## config.mk

```make
export PLATFORM = sky130hd
export DESIGN_NAME = led_pattern_sequencer_unit
export DESIGN_NICKNAME = d
export VERILOG_FILES = /design/src/design/lps_pkg.sv /design/src/design/lps_ctrl.sv /design/src/design/lps_out_buf.sv /design/src/design/led_pattern_sequencer_unit.sv
export SDC_FILE = /design/constraint.sdc
export NUM_CORES = 1
export LEC_CHECK = 0
export BUFFER_PORTS_ARGS = -buffer_cell sky130_fd_sc_hd__buf_2
export CAP_MARGIN = 15
export CORE_MARGIN = 2
export CORE_UTILIZATION = 37
export DETAILED_ROUTE_END_ITERATION = 10
export GPL_TIMING_DRIVEN = 1
export SLEW_MARGIN = 20
export SYNTH_ARGS = -nofsm -noshare
export SYNTH_HDL_FRONTEND = slang
export SYNTH_SLANG_ARGS = --single-unit
export TNS_END_PERCENT = 50
```

## constraint.sdc

```tcl
create_clock -name clk -period 5.6 [get_ports clk]
set_clock_uncertainty 0.1 [all_clocks]
set_input_delay 0.84 -clock clk [delete_from_list [all_inputs] [get_ports clk]]
set_output_delay 0.84 -clock clk [all_outputs]
set_load 0.01 [all_outputs]
```

## src/design/lps_pkg.sv

```systemverilog
`timescale 1ns / 1ps
// ----------------------------------------------------------------------------
// lps_pkg: shared types and pattern tables for the LED pattern sequencer
// Constants, config/result structs and the per-pattern lookup functions.
// ----------------------------------------------------------------------------
package lps_pkg;

    localparam int LED_COUNT   = 6;
    localparam int TICK_W      = 16;
    localparam int PHASE_W     = 4;
    localparam int CFG_IDX_W   = 2;

    localparam logic [TICK_W-1:0] START_TICKS_RST = 16'd500;
    localparam logic [TICK_W-1:0] SLOW_TICKS_RST  = 16'd600;
    localparam logic [TICK_W-1:0] FAST_TICKS_RST  = 16'd300;
    localparam logic [TICK_W-1:0] PAUSE_TICKS_RST = 16'd200;

    // configuration register indexes
    typedef enum logic [CFG_IDX_W-1:0] {
        CFG_START_TICKS = 2'd0,
        CFG_SLOW_TICKS  = 2'd1,
        CFG_FAST_TICKS  = 2'd2,
        CFG_PAUSE_TICKS = 2'd3
    } cfg_idx_t;

    // pattern selects
    typedef enum logic [1:0] {
        PAT_ALT  = 2'd0,
        PAT_WALK = 2'd1,
        PAT_WAVE = 2'd2,
        PAT_BAR  = 2'd3
    } pat_t;

    // speed modes
    typedef enum logic [1:0] {
        SPD_START = 2'd0,
        SPD_SLOW  = 2'd1,
        SPD_FAST  = 2'd2,
        SPD_SPARE = 2'd3
    } spd_t;

    typedef struct packed {
        logic [TICK_W-1:0] start_ticks;
        logic [TICK_W-1:0] slow_ticks;
        logic [TICK_W-1:0] fast_ticks;
        logic [TICK_W-1:0] pause_ticks;
    } cfg_t;

    typedef struct packed {
        logic [LED_COUNT-1:0] led_bits;
        logic                 running;
    } result_t;

    // number of phases in each pattern (bar includes the pause phase)
    function automatic logic [PHASE_W-1:0] phase_total(input pat_t pat);
        logic [PHASE_W-1:0] n;
        case (pat)
            PAT_ALT:  n = PHASE_W'(2);
            PAT_WALK: n = PHASE_W'(2 * LED_COUNT);
            PAT_WAVE: n = PHASE_W'(4);
            default:  n = PHASE_W'(LED_COUNT + 1);
        endcase
        return n;
    endfunction

    function automatic logic [LED_COUNT-1:0] pattern_bits(input pat_t pat,
                                                         input logic [PHASE_W-1:0] ph);
        logic [LED_COUNT-1:0] b;
        b = '0;
        if (ph < phase_total(pat))
        begin
            case (pat)
                PAT_ALT:  b = ph[0] ? 6'h15 : 6'h2A;
                PAT_WALK: b = ph[0] ? '0 : LED_COUNT'(1) << ph[PHASE_W-1:1];
                PAT_WAVE:
                begin
                    case (ph[1:0])
                        2'd0:    b = 6'h21;
                        2'd2:    b = 6'h0C;
                        default: b = 6'h12;
                    endcase
                end
                default:
                begin
                    // bar fill; phase LED_COUNT is the blank pause
                    if (ph < PHASE_W'(LED_COUNT))
                        b = ~(LED_COUNT'('1) << (ph + PHASE_W'(1)));
                end
            endcase
        end
        return b;
    endfunction

endpackage

```

## src/design/lps_ctrl.sv

```systemverilog
`timescale 1ns / 1ps
// ----------------------------------------------------------------------------
// lps_ctrl: button edge decode, mode state and phase timer
// Updates all sequencer state on each accepted tick and forms its result.
// ----------------------------------------------------------------------------
module lps_ctrl
    import lps_pkg::*;
(
    input  logic        clk,
    input  logic        rst_n,
    input  logic        tick_fire,
    input  logic [2:0]  levels,     // bit0 power, bit1 select, bit2 speed
    input  cfg_t        cfg,
    output result_t     result
);

    logic               enabled_reg,     enabled_next;
    pat_t               pattern_sel_reg, pattern_sel_next;
    spd_t               speed_mode_reg,  speed_mode_next;
    logic [PHASE_W-1:0] phase_reg,       phase_next;
    logic [TICK_W-1:0]  phase_count_reg, phase_count_next;
    logic [2:0]         prev_levels_reg;

    logic [2:0]         falls;
    logic [2:0]         rises;
    logic               change;
    logic [PHASE_W-1:0] ph;
    logic [TICK_W-1:0]  cnt;
    logic [TICK_W-1:0]  len_raw;
    logic [TICK_W-1:0]  len;
    logic [PHASE_W-1:0] total;

    assign falls = prev_levels_reg & ~levels;
    assign rises = ~prev_levels_reg & levels;

    always_comb
    begin
        enabled_next     = enabled_reg;
        pattern_sel_next = pattern_sel_reg;
        speed_mode_next  = speed_mode_reg;
        change           = 1'b0;

        // power toggle wins; select beats speed
        if (falls[0])
        begin
            enabled_next = ~enabled_reg;
            change       = 1'b1;
        end
        else if (enabled_reg)
        begin
            if (rises[1])
            begin
                pattern_sel_next = pat_t'(pattern_sel_reg + 2'd1);
                change           = 1'b1;
            end
            else if (rises[2])
            begin
                speed_mode_next = (speed_mode_reg == SPD_SLOW) ? SPD_FAST : SPD_SLOW;
                change          = 1'b1;
            end
        end

        ph  = change ? '0 : phase_reg;
        cnt = change ? '0 : phase_count_reg;

        if (pattern_sel_next == PAT_BAR && ph == PHASE_W'(LED_COUNT))
            len_raw = cfg.pause_ticks;
        else if (speed_mode_next == SPD_SLOW)
            len_raw = cfg.slow_ticks;
        else if (speed_mode_next == SPD_FAST)
            len_raw = cfg.fast_ticks;
        else
            len_raw = cfg.start_ticks;
        len = (len_raw == '0) ? TICK_W'(1) : len_raw;

        total = phase_total(pattern_sel_next);

        phase_next       = ph;
        phase_count_next = cnt;
        result.led_bits  = '0;
        result.running   = enabled_next;
        if (enabled_next)
        begin
            result.led_bits = pattern_bits(pattern_sel_next, ph);
            if ({1'b0, cnt} + 17'd1 >= {1'b0, len})
            begin
                phase_count_next = '0;
                phase_next = ({1'b0, ph} + 5'd1 >= {1'b0, total}) ? '0
                                                                  : ph + PHASE_W'(1);
            end
            else
            begin
                phase_count_next = cnt + TICK_W'(1);
            end
        end
    end

    always_ff @(posedge clk or negedge rst_n)
    begin
        if (!rst_n)
        begin
            enabled_reg     <= 1'b0;
            pattern_sel_reg <= PAT_ALT;
            speed_mode_reg  <= SPD_START;
            phase_reg       <= '0;
            phase_count_reg <= '0;
            prev_levels_reg <= 3'b111;
        end
        else if (tick_fire)
        begin
            enabled_reg     <= enabled_next;
            pattern_sel_reg <= pattern_sel_next;
            speed_mode_reg  <= speed_mode_next;
            phase_reg       <= phase_next;
            phase_count_reg <= phase_count_next;
            prev_levels_reg <= levels;
        end
    end

    // off: timer parked at phase 0
    a_off_parked: assert property (@(posedge clk) disable iff (!rst_n)
        !enabled_reg |-> (phase_reg == '0 && phase_count_reg == '0))
        else $error("phase timer moved while off");

    // phase stays inside the current pattern
    a_phase_range: assert property (@(posedge clk) disable iff (!rst_n)
        phase_reg < phase_total(pattern_sel_reg))
        else $error("phase out of range for pattern");

    // a speed release only ever lands in slow or fast
    a_speed_mode: assert property (@(posedge clk) disable iff (!rst_n)
        $past(tick_fire) && $changed(speed_mode_reg) |->
            (speed_mode_reg == SPD_SLOW || speed_mode_reg == SPD_FAST))
        else $error("bad speed mode step");

endmodule

```

## src/design/lps_out_buf.sv

```systemverilog
`timescale 1ns / 1ps
// ----------------------------------------------------------------------------
// lps_out_buf: two-entry result buffer
// Output register plus skid entry; input is held off only when both are full.
// ----------------------------------------------------------------------------
module lps_out_buf
    import lps_pkg::*;
(
    input  logic    clk,
    input  logic    rst_n,
    input  logic    push,
    input  result_t push_data,
    output logic    full,
    output logic    out_valid,
    input  logic    out_stall,
    output result_t out_data
);

    logic    head_valid_reg;
    logic    skid_valid_reg;
    result_t head_reg;
    result_t skid_reg;
    logic    pop;

    assign pop       = head_valid_reg && !out_stall;
    assign full      = skid_valid_reg;
    assign out_valid = head_valid_reg;
    assign out_data  = head_reg;

    always_ff @(posedge clk or negedge rst_n)
    begin
        if (!rst_n)
        begin
            head_valid_reg <= 1'b0;
            skid_valid_reg <= 1'b0;
        end
        else if (skid_valid_reg)
        begin
            if (pop)
                skid_valid_reg <= 1'b0;
        end
        else if (head_valid_reg && !pop)
        begin
            if (push)
                skid_valid_reg <= 1'b1;
        end
        else
        begin
            head_valid_reg <= push;
        end
    end

    always_ff @(posedge clk)
    begin
        if (skid_valid_reg)
        begin
            if (pop)
                head_reg <= skid_reg;
        end
        else if (head_valid_reg && !pop)
        begin
            if (push)
                skid_reg <= push_data;
        end
        else if (push)
        begin
            head_reg <= push_data;
        end
    end

    a_skid_behind_head: assert property (@(posedge clk) disable iff (!rst_n)
        skid_valid_reg |-> head_valid_reg)
        else $error("skid entry valid with empty head");

    a_no_push_full: assert property (@(posedge clk) disable iff (!rst_n)
        skid_valid_reg |-> !push)
        else $error("transfer taken while buffer full");

    a_skid_drains: assert property (@(posedge clk) disable iff (!rst_n)
        skid_valid_reg && pop |=> head_valid_reg && !skid_valid_reg)
        else $error("skid entry lost on drain");

endmodule

```

## src/design/led_pattern_sequencer_unit.sv

```systemverilog
`timescale 1ns / 1ps
// ----------------------------------------------------------------------------
// led_pattern_sequencer_unit: six-LED chaser with power/select/speed buttons
// One input transfer per sample tick, one result transfer per tick.
// ----------------------------------------------------------------------------
// Each input transfer is one sample tick carrying three active-low button
// levels. A power press (falling edge) toggles the sequencer; while on, a
// select release steps through the four patterns and a speed release moves
// the phase length start -> slow, then toggles slow/fast. Any change restarts
// at phase 0. Every tick yields exactly one result (led_bits, running) in the
// same order. Throughput is one tick per clock: all state update and pattern
// lookup is one combinational pass from the state registers into a two-entry
// result buffer, so a tick is taken every cycle while the buffer has room;
// each result is registered in the buffer's head or skid entry. in_stall rises
// only when the result side has stalled long enough to fill both buffer
// entries. Config registers (0 start, 1 slow, 2 fast, 3 pause ticks; zero is
// treated as one) are written through cfg_we/cfg_index/cfg_data and should be
// changed only while no tick is in flight.
// ----------------------------------------------------------------------------
module led_pattern_sequencer_unit
    import lps_pkg::*;
(
    input  logic                 clk,
    input  logic                 rst_n,
    // tick input channel
    input  logic                 in_valid,
    output logic                 in_stall,
    input  logic                 power_level,
    input  logic                 select_level,
    input  logic                 speed_level,
    // result channel
    output logic                 out_valid,
    input  logic                 out_stall,
    output logic [LED_COUNT-1:0] led_bits,
    output logic                 running,
    // config write port
    input  logic                 cfg_we,
    input  logic [CFG_IDX_W-1:0] cfg_index,
    input  logic [TICK_W-1:0]    cfg_data
);

    cfg_t    cfg_reg;
    logic    tick_fire;
    logic    buf_full;
    result_t tick_result;
    result_t out_data;

    // config registers
    always_ff @(posedge clk or negedge rst_n)
    begin
        if (!rst_n)
        begin
            cfg_reg.start_ticks <= START_TICKS_RST;
            cfg_reg.slow_ticks  <= SLOW_TICKS_RST;
            cfg_reg.fast_ticks  <= FAST_TICKS_RST;
            cfg_reg.pause_ticks <= PAUSE_TICKS_RST;
        end
        else if (cfg_we)
        begin
            unique case (cfg_idx_t'(cfg_index))
                CFG_START_TICKS: cfg_reg.start_ticks <= cfg_data;
                CFG_SLOW_TICKS:  cfg_reg.slow_ticks  <= cfg_data;
                CFG_FAST_TICKS:  cfg_reg.fast_ticks  <= cfg_data;
                CFG_PAUSE_TICKS: cfg_reg.pause_ticks <= cfg_data;
                default: ;
            endcase
        end
    end

    // tick transfer: accepted whenever the result buffer is not full
    assign in_stall  = buf_full;
    assign tick_fire = in_valid && !buf_full;

    lps_ctrl u_ctrl (
        .clk       (clk),
        .rst_n     (rst_n),
        .tick_fire (tick_fire),
        .levels    ({speed_level, select_level, power_level}),
        .cfg       (cfg_reg),
        .result    (tick_result)
    );

    lps_out_buf u_out_buf (
        .clk       (clk),
        .rst_n     (rst_n),
        .push      (tick_fire),
        .push_data (tick_result),
        .full      (buf_full),
        .out_valid (out_valid),
        .out_stall (out_stall),
        .out_data  (out_data)
    );

    assign led_bits = out_data.led_bits;
    assign running  = out_data.running;

endmodule

```

==> results of run 1 <==
worst reg2reg max path: cells and delay by family (launching register included):
family,cells,cell delay [ns]
compound gates,8,1.95
flops,1,0.59
simple gates,7,1.25
fa+ha+maj,2,0.47
buf+inv,1,0.19
xor+xnor,1,0.26
metrics by stage:
stage          cell area, sq um  hold slack, ns  instances    util
3_3_place_gp               7081          0.3540        860  0.3969
5_1_grt                    7342          0.4012        874  0.4115
3_5_place_dp               7081          0.3645        860  0.3969
4_1_cts                    7338          0.3768        874  0.4113
6_report                   7342          0.3737        874  0.4115
2_1_floorplan              6704          0.3437        617       -
synthesized netlist by cell type, types with 8 or more instances:
| master | number | area, sq um |
|---|---|---|
| nand3_1 | 15 | 75.07 |
| xnor2_1 | 12 | 105.1 |
| mux2i_1 | 39 | 390.4 |
| buf_2 | 10 | 50.05 |
| dfrtp_1 | 74 | 1852 |
| a21o_1 | 8 | 60.06 |
| nor2_1 | 36 | 135.1 |
| o211ai_1 | 13 | 97.59 |
| clkbuf_1 | 12 | 45.04 |
| nand4_1 | 10 | 62.56 |
| ha_1 | 35 | 437.9 |
| nand2_1 | 51 | 191.4 |
| edfxtp_1 | 14 | 420.4 |
| nand2b_1 | 8 | 50.05 |
| a22o_1 | 14 | 122.6 |
| a21oi_1 | 15 | 75.07 |
| o21ai_0 | 22 | 110.1 |
| inv_1 | 19 | 71.32 |
| mux2_2 | 81 | 912.1 |
| dfstp_2 | 20 | 525.5 |
| nor2b_1 | 9 | 56.30 |
power groups by stage:
| stage | Clock (W) | Sequential [W] | Combinational [W] |
|---|---|---|---|
| after floorplan | 0 | 0.00113 | 0.00123 |
| after global placement | 0 | 0.00117 | 0.00154 |
| after detailed placement | 0 | 0.00118 | 0.00157 |
| after CTS | 0.000607 | 0.00117 | 0.00157 |
| after global routing | 0.000638 | 0.00120 | 0.00175 |
| final | 0.000586 | 0.00117 | 0.00156 |
worst min-delay path by stage:
stage                                end  slack, ns  depth (start not counted)
2_1_floorplan  u_ctrl.prev_levels_reg[1]       0.34                          2
3_3_place_gp   u_ctrl.prev_levels_reg[1]       0.35                          2
3_5_place_dp   u_ctrl.prev_levels_reg[1]       0.36                          2
4_1_cts        u_ctrl.prev_levels_reg[1]       0.38                          2
5_1_grt        u_ctrl.prev_levels_reg[2]       0.40                          2
6_report       u_ctrl.prev_levels_reg[2]       0.37                          2
logic make-up after synthesis:
family                     after synthesis
adders and majority gates               35
buffers and inverters                   52
and+or+nand+nor                        169
DFF                                    108
xor gates and xnor gates                19
AOI/OAI and AO/OA                      109
muxes                                  125
routing by layer:
| metal | global-route usage | routed length (um) | up-vias | share of wire |
|---|---|---|---|---|
| li1 | - | - | 2311 | - |
| met1 | 0.2284 | 7140 | 2339 | 0.47 |
| met2 | 0.2710 | 7365 | 82 | 0.48 |
| met3 | 0.03108 | 560 | 18 | 0.037 |
| met4 | 0.04834 | 222 | 0 | 0.015 |
| met5 | 0 | 0 | - | 0 |
layout make-up:
cell class	instances	area, sq um
fill	1668	10500
multi-input combinational	457	3646
sequential	108	2798
tap	229	286.5
timing repair buffer	47	282.8
clock buffer	10	229.0
inverter	19	71.32
clock inverter	4	28.78
==> summary.txt, run 1 <==
Run
  • MaxCap Viol Count: 0

Timing
  • RSZ-0062 raised after global routing: no
  • Setup TNS Final: 0 ns
  • Tightest Pin Transition: approximately 1 ns
  • Crit path time final: around 5 ns
  • Fmax: 0.2035 GHz
  • Final slew viol count: 0
  • Setup Viol. Count Final: 0
  • Tcrit/Tclk final: 0.8775
  • Fin. Hold Viols: 0
  • Worst Slack Setup Final: 0.6860 ns
  • Slew headroom: 0.3144

Power
  • Max IR drop VDD: between 0.15 and 0.2 mV
  • Internal power: 0.002021 W
  • Comb power frac: 0.470
  • Share of total power in sequential cells: 0.353
  • Total power density per cell area: around 450 mW/mm^2
  • Psw: between 0.001 and 0.0015 W
  • Tot Pwr: 0.003315 W
  • P_leak: 3.158 nW
  • Clock share of power: 0.177
  • Sw frac: 0.3904

Clock tree
  • Num CTS Buffers: 9
  • Hold-fix buffers, CTS: 0
  • Clock buffer depth: 2
  • Clock-pin slew on the worst setup and hold paths: 0.07 ns
  • TritonCTS clock tree: built
  • Clock Latency Late Sink: between 0.3 and 0.4 ns
  • Root buffer cell: clkbuf_16
  • Clk sink count: about 110
  • Post-CTS sizing: 0
  • Post-CTS setup buffers: 0
  • H-Tree Depth: 3

Yosys
  • Post-synth EDFFs: 14
  • Most used DFF post-synth: dfrtp_1
  • Synth unique cells: 66
  • Synth Warn #: 0
  • Netlist Area Pre-Place: 0.006704 sq mm
  • Synth Area in Compound Gates: 0.1135
  • Post-Synth Adder-Cell Area: 0.06532
  • Mapped Avg Cell Area: between 10 and 15 sq um
  • Mux contribution to synthesized area: 0.2094
  • Ys async rst share: 0.8704
  • Post-synthesis simple-gate area fraction: 0.1303
  • Part of the Yosys area used for sequential elements: 0.4173
  • Largest family of logic cells by synthesized area: multiplexers
  • Post-synthesis net count: just under 700
  • Synthesis-stage register bit count: about 110
  • Mapped Cells: a little over 600
  • Post-Synth XOR/XNOR Area: 0.02482

Drt
  • Post-DRT Antenna Nets: 0
  • Routed Wire Length: around 15,000 um
  • Post-DR vias/cell: approximately 5.4
  • DR vias: around 4,800
  • DR pass1 iterations: 5
  • Wirelength per Cell: between 15 and 20 um
  • 1st-iter DRT viols: ~350
  • Detailed-route DRC error count: 0

Setup path
  • CP Data Arrival Time: around 5.1 ns
  • Delay-heaviest family, CP: compound AO/OA/AOI/OAI gates
  • Cells on worst reg2reg path: 19
  • Crit end category: register
  • FF-to-FF End: u_ctrl.phase_count_reg[7]
  • Flop2flop setup slack: ~0.74 ns
  • Crit path from: power_level
  • CP bufs+invs: 2
  • CP Cell Sequence: buf_2 > nand2b_1 > nand2_1 > nor2_1 > nand2_1 > xnor2_1 > ha_1 > nand4b_1 > nor2_1 > nand2_2 > buf_12 > a22oi_1 > o221ai_1 > ha_1 > a21o_1 > a21o_1 > a21o_1 > a211o_1 > o21a_1 > nor2_4 > a221o_1
  • Data required, critical path: between 5 and 6 ns
  • CP dominant cell by count: a21o_1
  • Largest fanout on the critical path: 24
  • Crit Reg-Reg Startpoint: u_ctrl.enabled_reg
  • Worst setup path endpoint: u_ctrl.phase_count_reg[7]
  • Crit start category: input pin
  • WP depth: 21
  • CP Class: in2reg
  • Slowest cell on the critical path: a22oi_1
  • CP peak stage delay: about 0.35 ns

Placement
  • Placer Congestion: about 0.9
  • Port-buffer cells: 34
  • Pre-CTS setup slack: between 0.3 and 0.4 ns
  • DP HPWL: around 11,000 um

Global routing
  • Total congestion overflow: 0
  • Vias in the first global route: ~5,000
  • First-pass GRT wire length: approximately 26,000 um
  • GRT Resource Usage Total: 0.1667
  • Largest net degree at the start of global routing: 56
  • Antenna violations before repair: 0

Floorplan
  • Effective utilization at floorplan: 0.3758
  • Die span in y: about 140 um
  • Die ar.: about 0.019 sq mm
  • Io pins: 35
  • Core box area: between 0.015 and 0.02 sq mm
  • Site row count: 49
  • Die X: about 140 um

Cells and area
  • Most frequent cells in the layout: 81 x mux2_2, 74 x dfrtp_1, 51 x nand2_1, 39 x mux2i_1, 36 x nor2_1
  • Final nets: 703
  • Commonest non-fill, non-tap cell in the layout: mux2_2
  • Antenna cells: 0
  • Max FFs per register: 64
  • Layout cells sized above 1: 0.2744
  • Layout area overhead: 9.518%

Run status
  • Outcome: completed

Min path
  • Hold wc startpoint: u_ctrl.prev_levels_reg[2]
  • Hold crit path type: reg2reg
Power figures use the tool's default switching activity.
==> run 2, diff against run 1 <==
- CORE_UTILIZATION: 37 -> 55
- PLACE_DENSITY: default -> 0.73
==> summary.txt, run 2 (synthesis gave the netlist of run 1 again) <==
Placement
  • DP HPWL: 10,720 um (-4.9%)
  • DP Area: 0.006965 sq mm (-1.6%)
  • Port-buffer cells: 34 (unchanged)
  • Placer Congestion: 0.9132 (+3.8%)

Drt
  • Wirelength per Cell: 18.71 um (+7.0%)
  • Detailed-route DRC error count: 0 (unchanged)
  • DR pass1 iterations: 5 (unchanged)
  • DR vias: 4,833 (+1.7%)
  • Post-DR vias/cell: 6.087 (+12%)
  • Post-DRT Antenna Nets: 0 (unchanged)
  • Routed Wire Length: 14,860 um (-2.8%)
  • 1st-iter DRT viols: 300 (-14%)

Timing
  • Tightest Pin Transition: 1.009 ns (-0.01635 ns)
  • Final slew viol count: 0 (unchanged)
  • Setup Viol. Count Final: 0 (unchanged)
  • Fmax: 0.1992 GHz (-2.1%)
  • Tcrit/Tclk final: 0.8964 (+0.01886)
  • Fin. Hold Viols: 0 (unchanged)
  • Slew headroom: 0.3253 (+0.01094)
  • WHS: 0.3070 ns (-0.06666 ns)
  • Crit path time final: 5.020 ns (+0.1056 ns)
  • RSZ-0062 raised after global routing: no
  • Setup TNS Final: 0 ns (unchanged)

Global routing
  • Largest net degree at the start of global routing: 67 (+20%)
  • Total congestion overflow: 0 (unchanged)
  • GRT Resource Usage Total: 0.2480 (+0.08136)
  • First-pass GRT wire length: 25,170 um (-3.0%)
  • Vias in the first global route: 5,010 (+0.44%)
  • Antenna violations before repair: 0 (unchanged)

Floorplan
  • Site row count: 40 (-18%)
  • Io pins: 35 (unchanged)
  • Effective utilization at floorplan: 0.5605 (+0.1847)
  • Die span in y: 114.4 um (-17%)
  • Core box area: 0.01196 sq mm (-33%)
  • Die X: 114.4 um (-17%)
  • Die ar.: 0.01309 sq mm (-32%)

Setup path
  • Crit end category: register
  • Crit Reg-Reg Startpoint: u_ctrl.enabled_reg
  • Crit start category: input pin
  • CP Data Arrival Time: 5.22 ns (+0.11 ns)
  • Cells on worst reg2reg path: 20 (+1)
  • FF-to-FF End: u_ctrl.phase_count_reg[7]
  • CP Class: in2reg
  • Flop2flop setup slack: 0.65 ns (-0.09 ns)
  • Largest fanout on the critical path: 31 (+29%)
  • Data required, critical path: 5.80 ns (about the same)

Clock tree
  • Post-CTS setup buffers: 0 (unchanged)
  • TritonCTS clock tree: built
  • Hold-fix buffers, CTS: 0 (unchanged)
  • Clock-pin slew on the worst setup and hold paths: 0.07 ns (about the same)
  • H-Tree Depth: 3 (unchanged)
  • Num CTS Buffers: 9 (unchanged)
  • Root buffer cell: clkbuf_16
  • Clock Latency Late Sink: 0.36 ns (about the same)
  • Clk sink count: 108 (unchanged)
  • Clock buffer depth: 2 (unchanged)

Cells and area
  • Max FFs per register: 64 (unchanged)
  • Most frequent cells in the layout: 81 x mux2_2, 74 x dfrtp_1, 51 x nand2_1, 39 x mux2i_1, 36 x nor2_1
  • Layout cells sized above 1: 0.2782 (+0.003789)
  • Final nets: 703 (unchanged)
  • Commonest non-fill, non-tap cell in the layout: mux2_2
  • Antenna cells: 0 (unchanged)
  • Design area: 0.007277 sq mm (-0.89%)
  • Layout area overhead: 8.548%

Min path
  • Hold crit path type: in2async

Run status
  • Outcome: completed

Power
  • Total power density per cell area: 468.8 mW/mm^2 (+3.8%)
  • P_leak: 3.178 nW (+0.63%)
  • Max IR drop VDD: 0.2533 mV (+43%)

Run
  • MaxCap Viol Count: 0 (unchanged)
## run 2: worst max-delay path, cell delays in order
cell and delay [ns]:
buf_2 0.09, nand2b_1 0.12, nand2_1 0.09, nor2_1 0.21, nand2_1 0.12, xnor2_1 0.27, ha_1 0.24, nand4b_1 0.11
nor2_1 0.17, nand2_2 0.37, mux2i_1 0.36, nand2_1 0.10, nand4b_1 0.18, o31ai_1 0.27, ha_1 0.27, nand2b_1 0.14
a21o_1 0.18, a21oi_1 0.15, o21ai_0 0.13, o21a_1 0.27, nor2_4 0.33, a221o_1 0.21
## run 2: timing repair
action | CTS | global route
resized for setup | 0 | 2
setup endpoints to repair | 0 | 18
endpoints found under the hold margin | 0 | 0
## run 2: area by class of cell
type,instances,area (sq um)
clock buffers,12,247.7
fillers,965,4684
repair buffers,47,270.3
multi-input cells,457,3651
clock inverters,4,55.05
flip-flops and latches,108,2798
inverters,19,71.32
well taps,147,183.9
## run 2: stage by stage
| stage | setup WS, ns | cells | utilization | power, W |
|---|---|---|---|---|
| 6_report | 0.5804 | 794 | 0.6084 | 0.003411 |
| 4_1_cts | 0.4688 | 794 | 0.6076 | 0.003423 |
| 3_5_place_dp | 0.1143 | 778 | 0.5823 | 0.002756 |
| 3_3_place_gp | 0.3450 | 778 | 0.5823 | 0.002680 |
| 2_1_floorplan | 0.6642 | 617 | - | 0.002366 |
| 5_1_grt | 0.009165 | 794 | 0.6084 | 0.003674 |
## run 2: how the worst max path moves through the flow
stage / start / to / slack [ns] / depth (start not counted)
2_1_floorplan: power_level / u_ctrl.phase_reg[2] / 0.66 / 24
3_3_place_gp: power_level / u_ctrl.phase_count_reg[7] / 0.35 / 21
3_5_place_dp: power_level / u_ctrl.phase_count_reg[7] / 0.11 / 22
4_1_cts: power_level / u_ctrl.phase_count_reg[7] / 0.47 / 22
5_1_grt: power_level / u_ctrl.phase_reg[2] / 0.009 / 22
6_report: power_level / u_ctrl.phase_count_reg[7] / 0.58 / 22
## run 2: report_power, final
part	switching [W]	internal (W)
combinational	0.000877	0.000710
clock	0.000289	0.000364
sequential	0.000152	0.00102
## run 2: routing by layer
layer | GRT usage | routed length, um | up-vias
met2 | 0.4083 | 7273 | 122
met5 | 0 | 0 | -
met1 | 0.3220 | 6711 | 2363
met4 | 0.1033 | 325 | 0
met3 | 0.04764 | 545 | 23
li1 | - | - | 2325
==> run 3, diff against run 2 <==
- CAP_MARGIN: 15 -> default
- SETUP_SLACK_MARGIN: default -> 0.2
- SYNTH_HIERARCHICAL: default -> 1
==> summary.txt, run 3 <==
Run status
  • Outcome: completed

Global routing
  • Antenna violations before repair: 0 (unchanged)
  • Total congestion overflow: 0 (unchanged)
  • Largest net degree at the start of global routing: 54 (-19%)
  • Vias in the first global route: 4,845 (-3.3%)
  • GRT Resource Usage Total: 0.2333 (-0.01471)
  • First-pass GRT wire length: 24,170 um (-4.0%)

Floorplan
  • Effective utilization at floorplan: 0.5642 (+0.003751)
  • Die X: 115.2 um (+0.73%)
  • Io pins: 35 (unchanged)
  • Core box area: 0.01206 sq mm (+0.84%)
  • Die ar.: 0.01328 sq mm (+1.5%)
  • Die span in y: 115.2 um (+0.73%)
  • Site row count: 40 (unchanged)

Cells and area
  • Layout cells sized above 1: 0.2965 (+0.01826)
  • Max FFs per register: 64 (unchanged)
  • Antenna cells: 0 (unchanged)
  • Area taken by flip-flops and latches: 0.002799 sq mm (about the same)
  • Fillers: 995 (+3.1%)
  • Layout area overhead: 7.465%
  • Area of the multi-input gates: 0.003705 sq mm (+1.5%)
  • Commonest non-fill, non-tap cell in the layout: mux2_2
  • Cell Count, Final, Fillers Out: 819 (+3.1%)
  • Final nets: 707 (+0.57%)
  • Most frequent cells in the layout: 74 x mux2_2, 73 x dfrtp_1, 51 x nand2_1, 36 x nor2_1, 35 x ha_1

Yosys
  • Mapped Avg Cell Area: 10.92 sq um (+0.53%)
  • Post-synth EDFFs: 14 (unchanged)
  • Most used DFF post-synth: dfrtp_1
  • Netlist Area Pre-Place: 0.006805 sq mm (+1.5%)
  • Synthesis-stage register bit count: 108 (unchanged)
  • Synth area leader: dfrtp_1
  • Post-synthesis net count: 684 (+0.88%)
  • Yosys top cell area share: 0.2721 (-0.004114)
  • Synth unique cells: 69 (+4.5%)
  • Part of the Yosys area used for sequential elements: 0.4111 (-0.006215)
  • Synth top cells by count: 74 x dfrtp_1, 74 x mux2_2, 51 x nand2_1, 36 x nor2_1, 35 x ha_1
  • Largest family of logic cells by synthesized area: multiplexers
  • Synth Area in Compound Gates: 0.1278 (+0.01431)
  • Synth Warn #: 6 (+6)
  • Ys async rst share: 0.8704 (unchanged)
  • Synth area leaders: dfrtp_1 27%, mux2_2 12%, dfstp_2 7.7%
  • Post-synthesis simple-gate area fraction: 0.1375 (+0.007253)
  • Mapped Cells: 623 (+0.97%)
  • Post-Synth Adder-Cell Area: 0.06435 (-0.0009728)
  • Mux contribution to synthesized area: 0.1864 (-0.02298)
  • Post-Synth XOR/XNOR Area: 0.02703 (+0.002204)

Power
  • Total power density per cell area: 453.7 mW/mm^2 (-3.2%)
  • Max IR drop VDD: 0.2604 mV (+2.8%)
  • P_leak: 3.192 nW (+0.43%)

Clock tree
  • H-Tree Depth: 3 (unchanged)
  • Clock buffer depth: 2 (unchanged)
  • Root buffer cell: clkbuf_16
  • Clk sink count: 108 (unchanged)
  • Post-CTS setup buffers: 0 (unchanged)
  • Num CTS Buffers: 9 (unchanged)
  • Clock Latency Late Sink: 0.36 ns (about the same)
  • Clock-pin slew on the worst setup and hold paths: 0.07 ns (about the same)
  • TritonCTS clock tree: built

Min path
  • Hold crit path type: in2async

Drt
  • DR pass1 iterations: 5 (unchanged)
  • Detailed-route DRC error count: 0 (unchanged)
  • 1st-iter DRT viols: 466 (+55%)
  • DR vias: 4,867 (+0.70%)
  • Routed Wire Length: 14,450 um (-2.7%)
  • Post-DR vias/cell: 5.943 (-2.4%)
  • Wirelength per Cell: 17.64 um (-5.7%)
  • Post-DRT Antenna Nets: 0 (unchanged)

Timing
  • RSZ-0062 raised after global routing: no
  • Final slew viol count: 0 (unchanged)
  • Fin. Hold Viols: 0 (unchanged)
  • Fmax: 0.2032 GHz (+2.0%)
  • Setup TNS Final: 0 ns (unchanged)
  • Tightest Pin Transition: 0.9810 ns (-0.02803 ns)
  • Worst Slack Setup Final: 0.6775 ns (+0.09710 ns)
  • Tcrit/Tclk final: 0.8790 (-0.01734)
  • Setup Viol. Count Final: 0 (unchanged)
  • Slew headroom: 0.3453 (+0.02002)
  • Crit path time final: 4.922 ns (-0.09710 ns)

Setup path
  • Crit start category: input pin
  • Largest fanout on the critical path: 20 (-35%)
  • Data required, critical path: 5.79 ns (about the same)
  • CP Class: in2reg
  • CP Data Arrival Time: 5.11 ns (-0.11 ns)
  • Crit end category: register

Placement
  • Placer Congestion: 0.9037 (-1.0%)
  • Port-buffer cells: 34 (unchanged)
  • Placed insts: 803 (+3.2%)
  • DP HPWL: 10,480 um (-2.2%)
  • Pre-CTS setup slack: 0.08406 ns (-0.03024 ns)

Run
  • MaxCap Viol Count: 0 (unchanged)
run 3: cell types whose count changed after synthesis, moves of 5 or more:
cell and delta:
a211oi_1 +15, a21oi_1 +18, and3_1 -5, mux2_2 -7
mux2_4 +7, mux2i_1 -6, nand2b_1 -6, nor2b_1 +7
o211ai_1 -8
run 3: worst paths after layout:
| kind | cells after the start | endpoint | start | slack (ns) |
|---|---|---|---|---|
| setup / recovery | 22 | u_ctrl/phase_count_reg[12] | select_level | 0.68 |
| hold / removal | 1 | u_ctrl/phase_count_reg[11] | rst_n | 0.38 |
| setup reg to reg | 21 | u_ctrl/phase_count_reg[12] | u_ctrl/prev_levels_reg[1] | 0.82 |
| hold reg to reg | 1 | u_ctrl/pattern_sel_reg[1] | u_ctrl/pattern_sel_reg[1] | 0.40 |
| max in group asynchronous | 2 | u_ctrl/speed_mode_reg[1] | rst_n | 3.90 |
| min in group clk | 1 | u_ctrl/pattern_sel_reg[1] | u_ctrl/pattern_sel_reg[1] | 0.40 |
run 3: where the power goes:
group          switching, W  internal, W
sequential         0.000193      0.00102
clock              0.000290     0.000317
combinational      0.000817     0.000683
total               0.00130      0.00202
run 3: area by class of cell:
| cell class | count | area share |
|---|---|---|
| Clock buffer | 10 | 0.03268 |
| Clock inverter | 6 | 0.006672 |
| Inverter | 15 | 0.007699 |
| Multi-Input combinational cell | 467 | 0.5066 |
| Sequential cell | 108 | 0.3827 |
| Tap cell | 168 | 0.02874 |
| Timing Repair Buffer | 45 | 0.03490 |
run 3: repair_timing:
action | CTS | global route
endpoints found under the hold margin | 0 | 0
setup endpoints to repair | 0 | 13
resized for setup | 0 | 2
hold buffers | 0 | 0
run 3: stage by stage:
stage	total power (W)	hold WS, ns	cell area (sq um)	utilization
2_1_floorplan	0.002366	0.3656	6805	-
3_3_place_gp	0.002657	0.3858	7017	0.5817
3_5_place_dp	0.002709	0.3879	7017	0.5817
4_1_cts	0.003324	0.3948	7305	0.6056
5_1_grt	0.003561	0.4165	7313	0.6063
6_report	0.003318	0.3819	7313	0.6063
run 3: kinds of logic after synthesis:
kind of cell	Yosys count
AND/OR/NAND/NOR	169
AO/OA/AOI/OAI	128
multiplexers	114
flip-flops	108
buffers and inverters	48
adder cells (fa/ha/maj)	35
XOR/XNOR	21
run 3: metal layers:
metal	vias up	track usage	part of all wire
met5	-	0	0
li1	2319	-	-
met3	23	0.04270	0.048
met4	0	0.09237	0.019
met2	144	0.3745	0.48
met1	2381	0.3148	0.46
run 3: critical path, cell delays in order:
cell,delay [ns]
buf_2,0.09
nor2b_4,0.17
and3_2,0.23
nand2_1,0.07
xnor2_1,0.26
ha_1,0.23
nand4b_1,0.16
nor2_4,0.14
nand2_1,0.12
buf_4,0.23
nor4_1,0.17
a31oi_1,0.07
or3_1,0.35
o31ai_1,0.25
ha_1,0.27
inv_1,0.05
a21oi_1,0.05
a211oi_1,0.20
o21ai_0,0.18
a221oi_4,0.44
and3_4,0.35
a22o_1,0.17
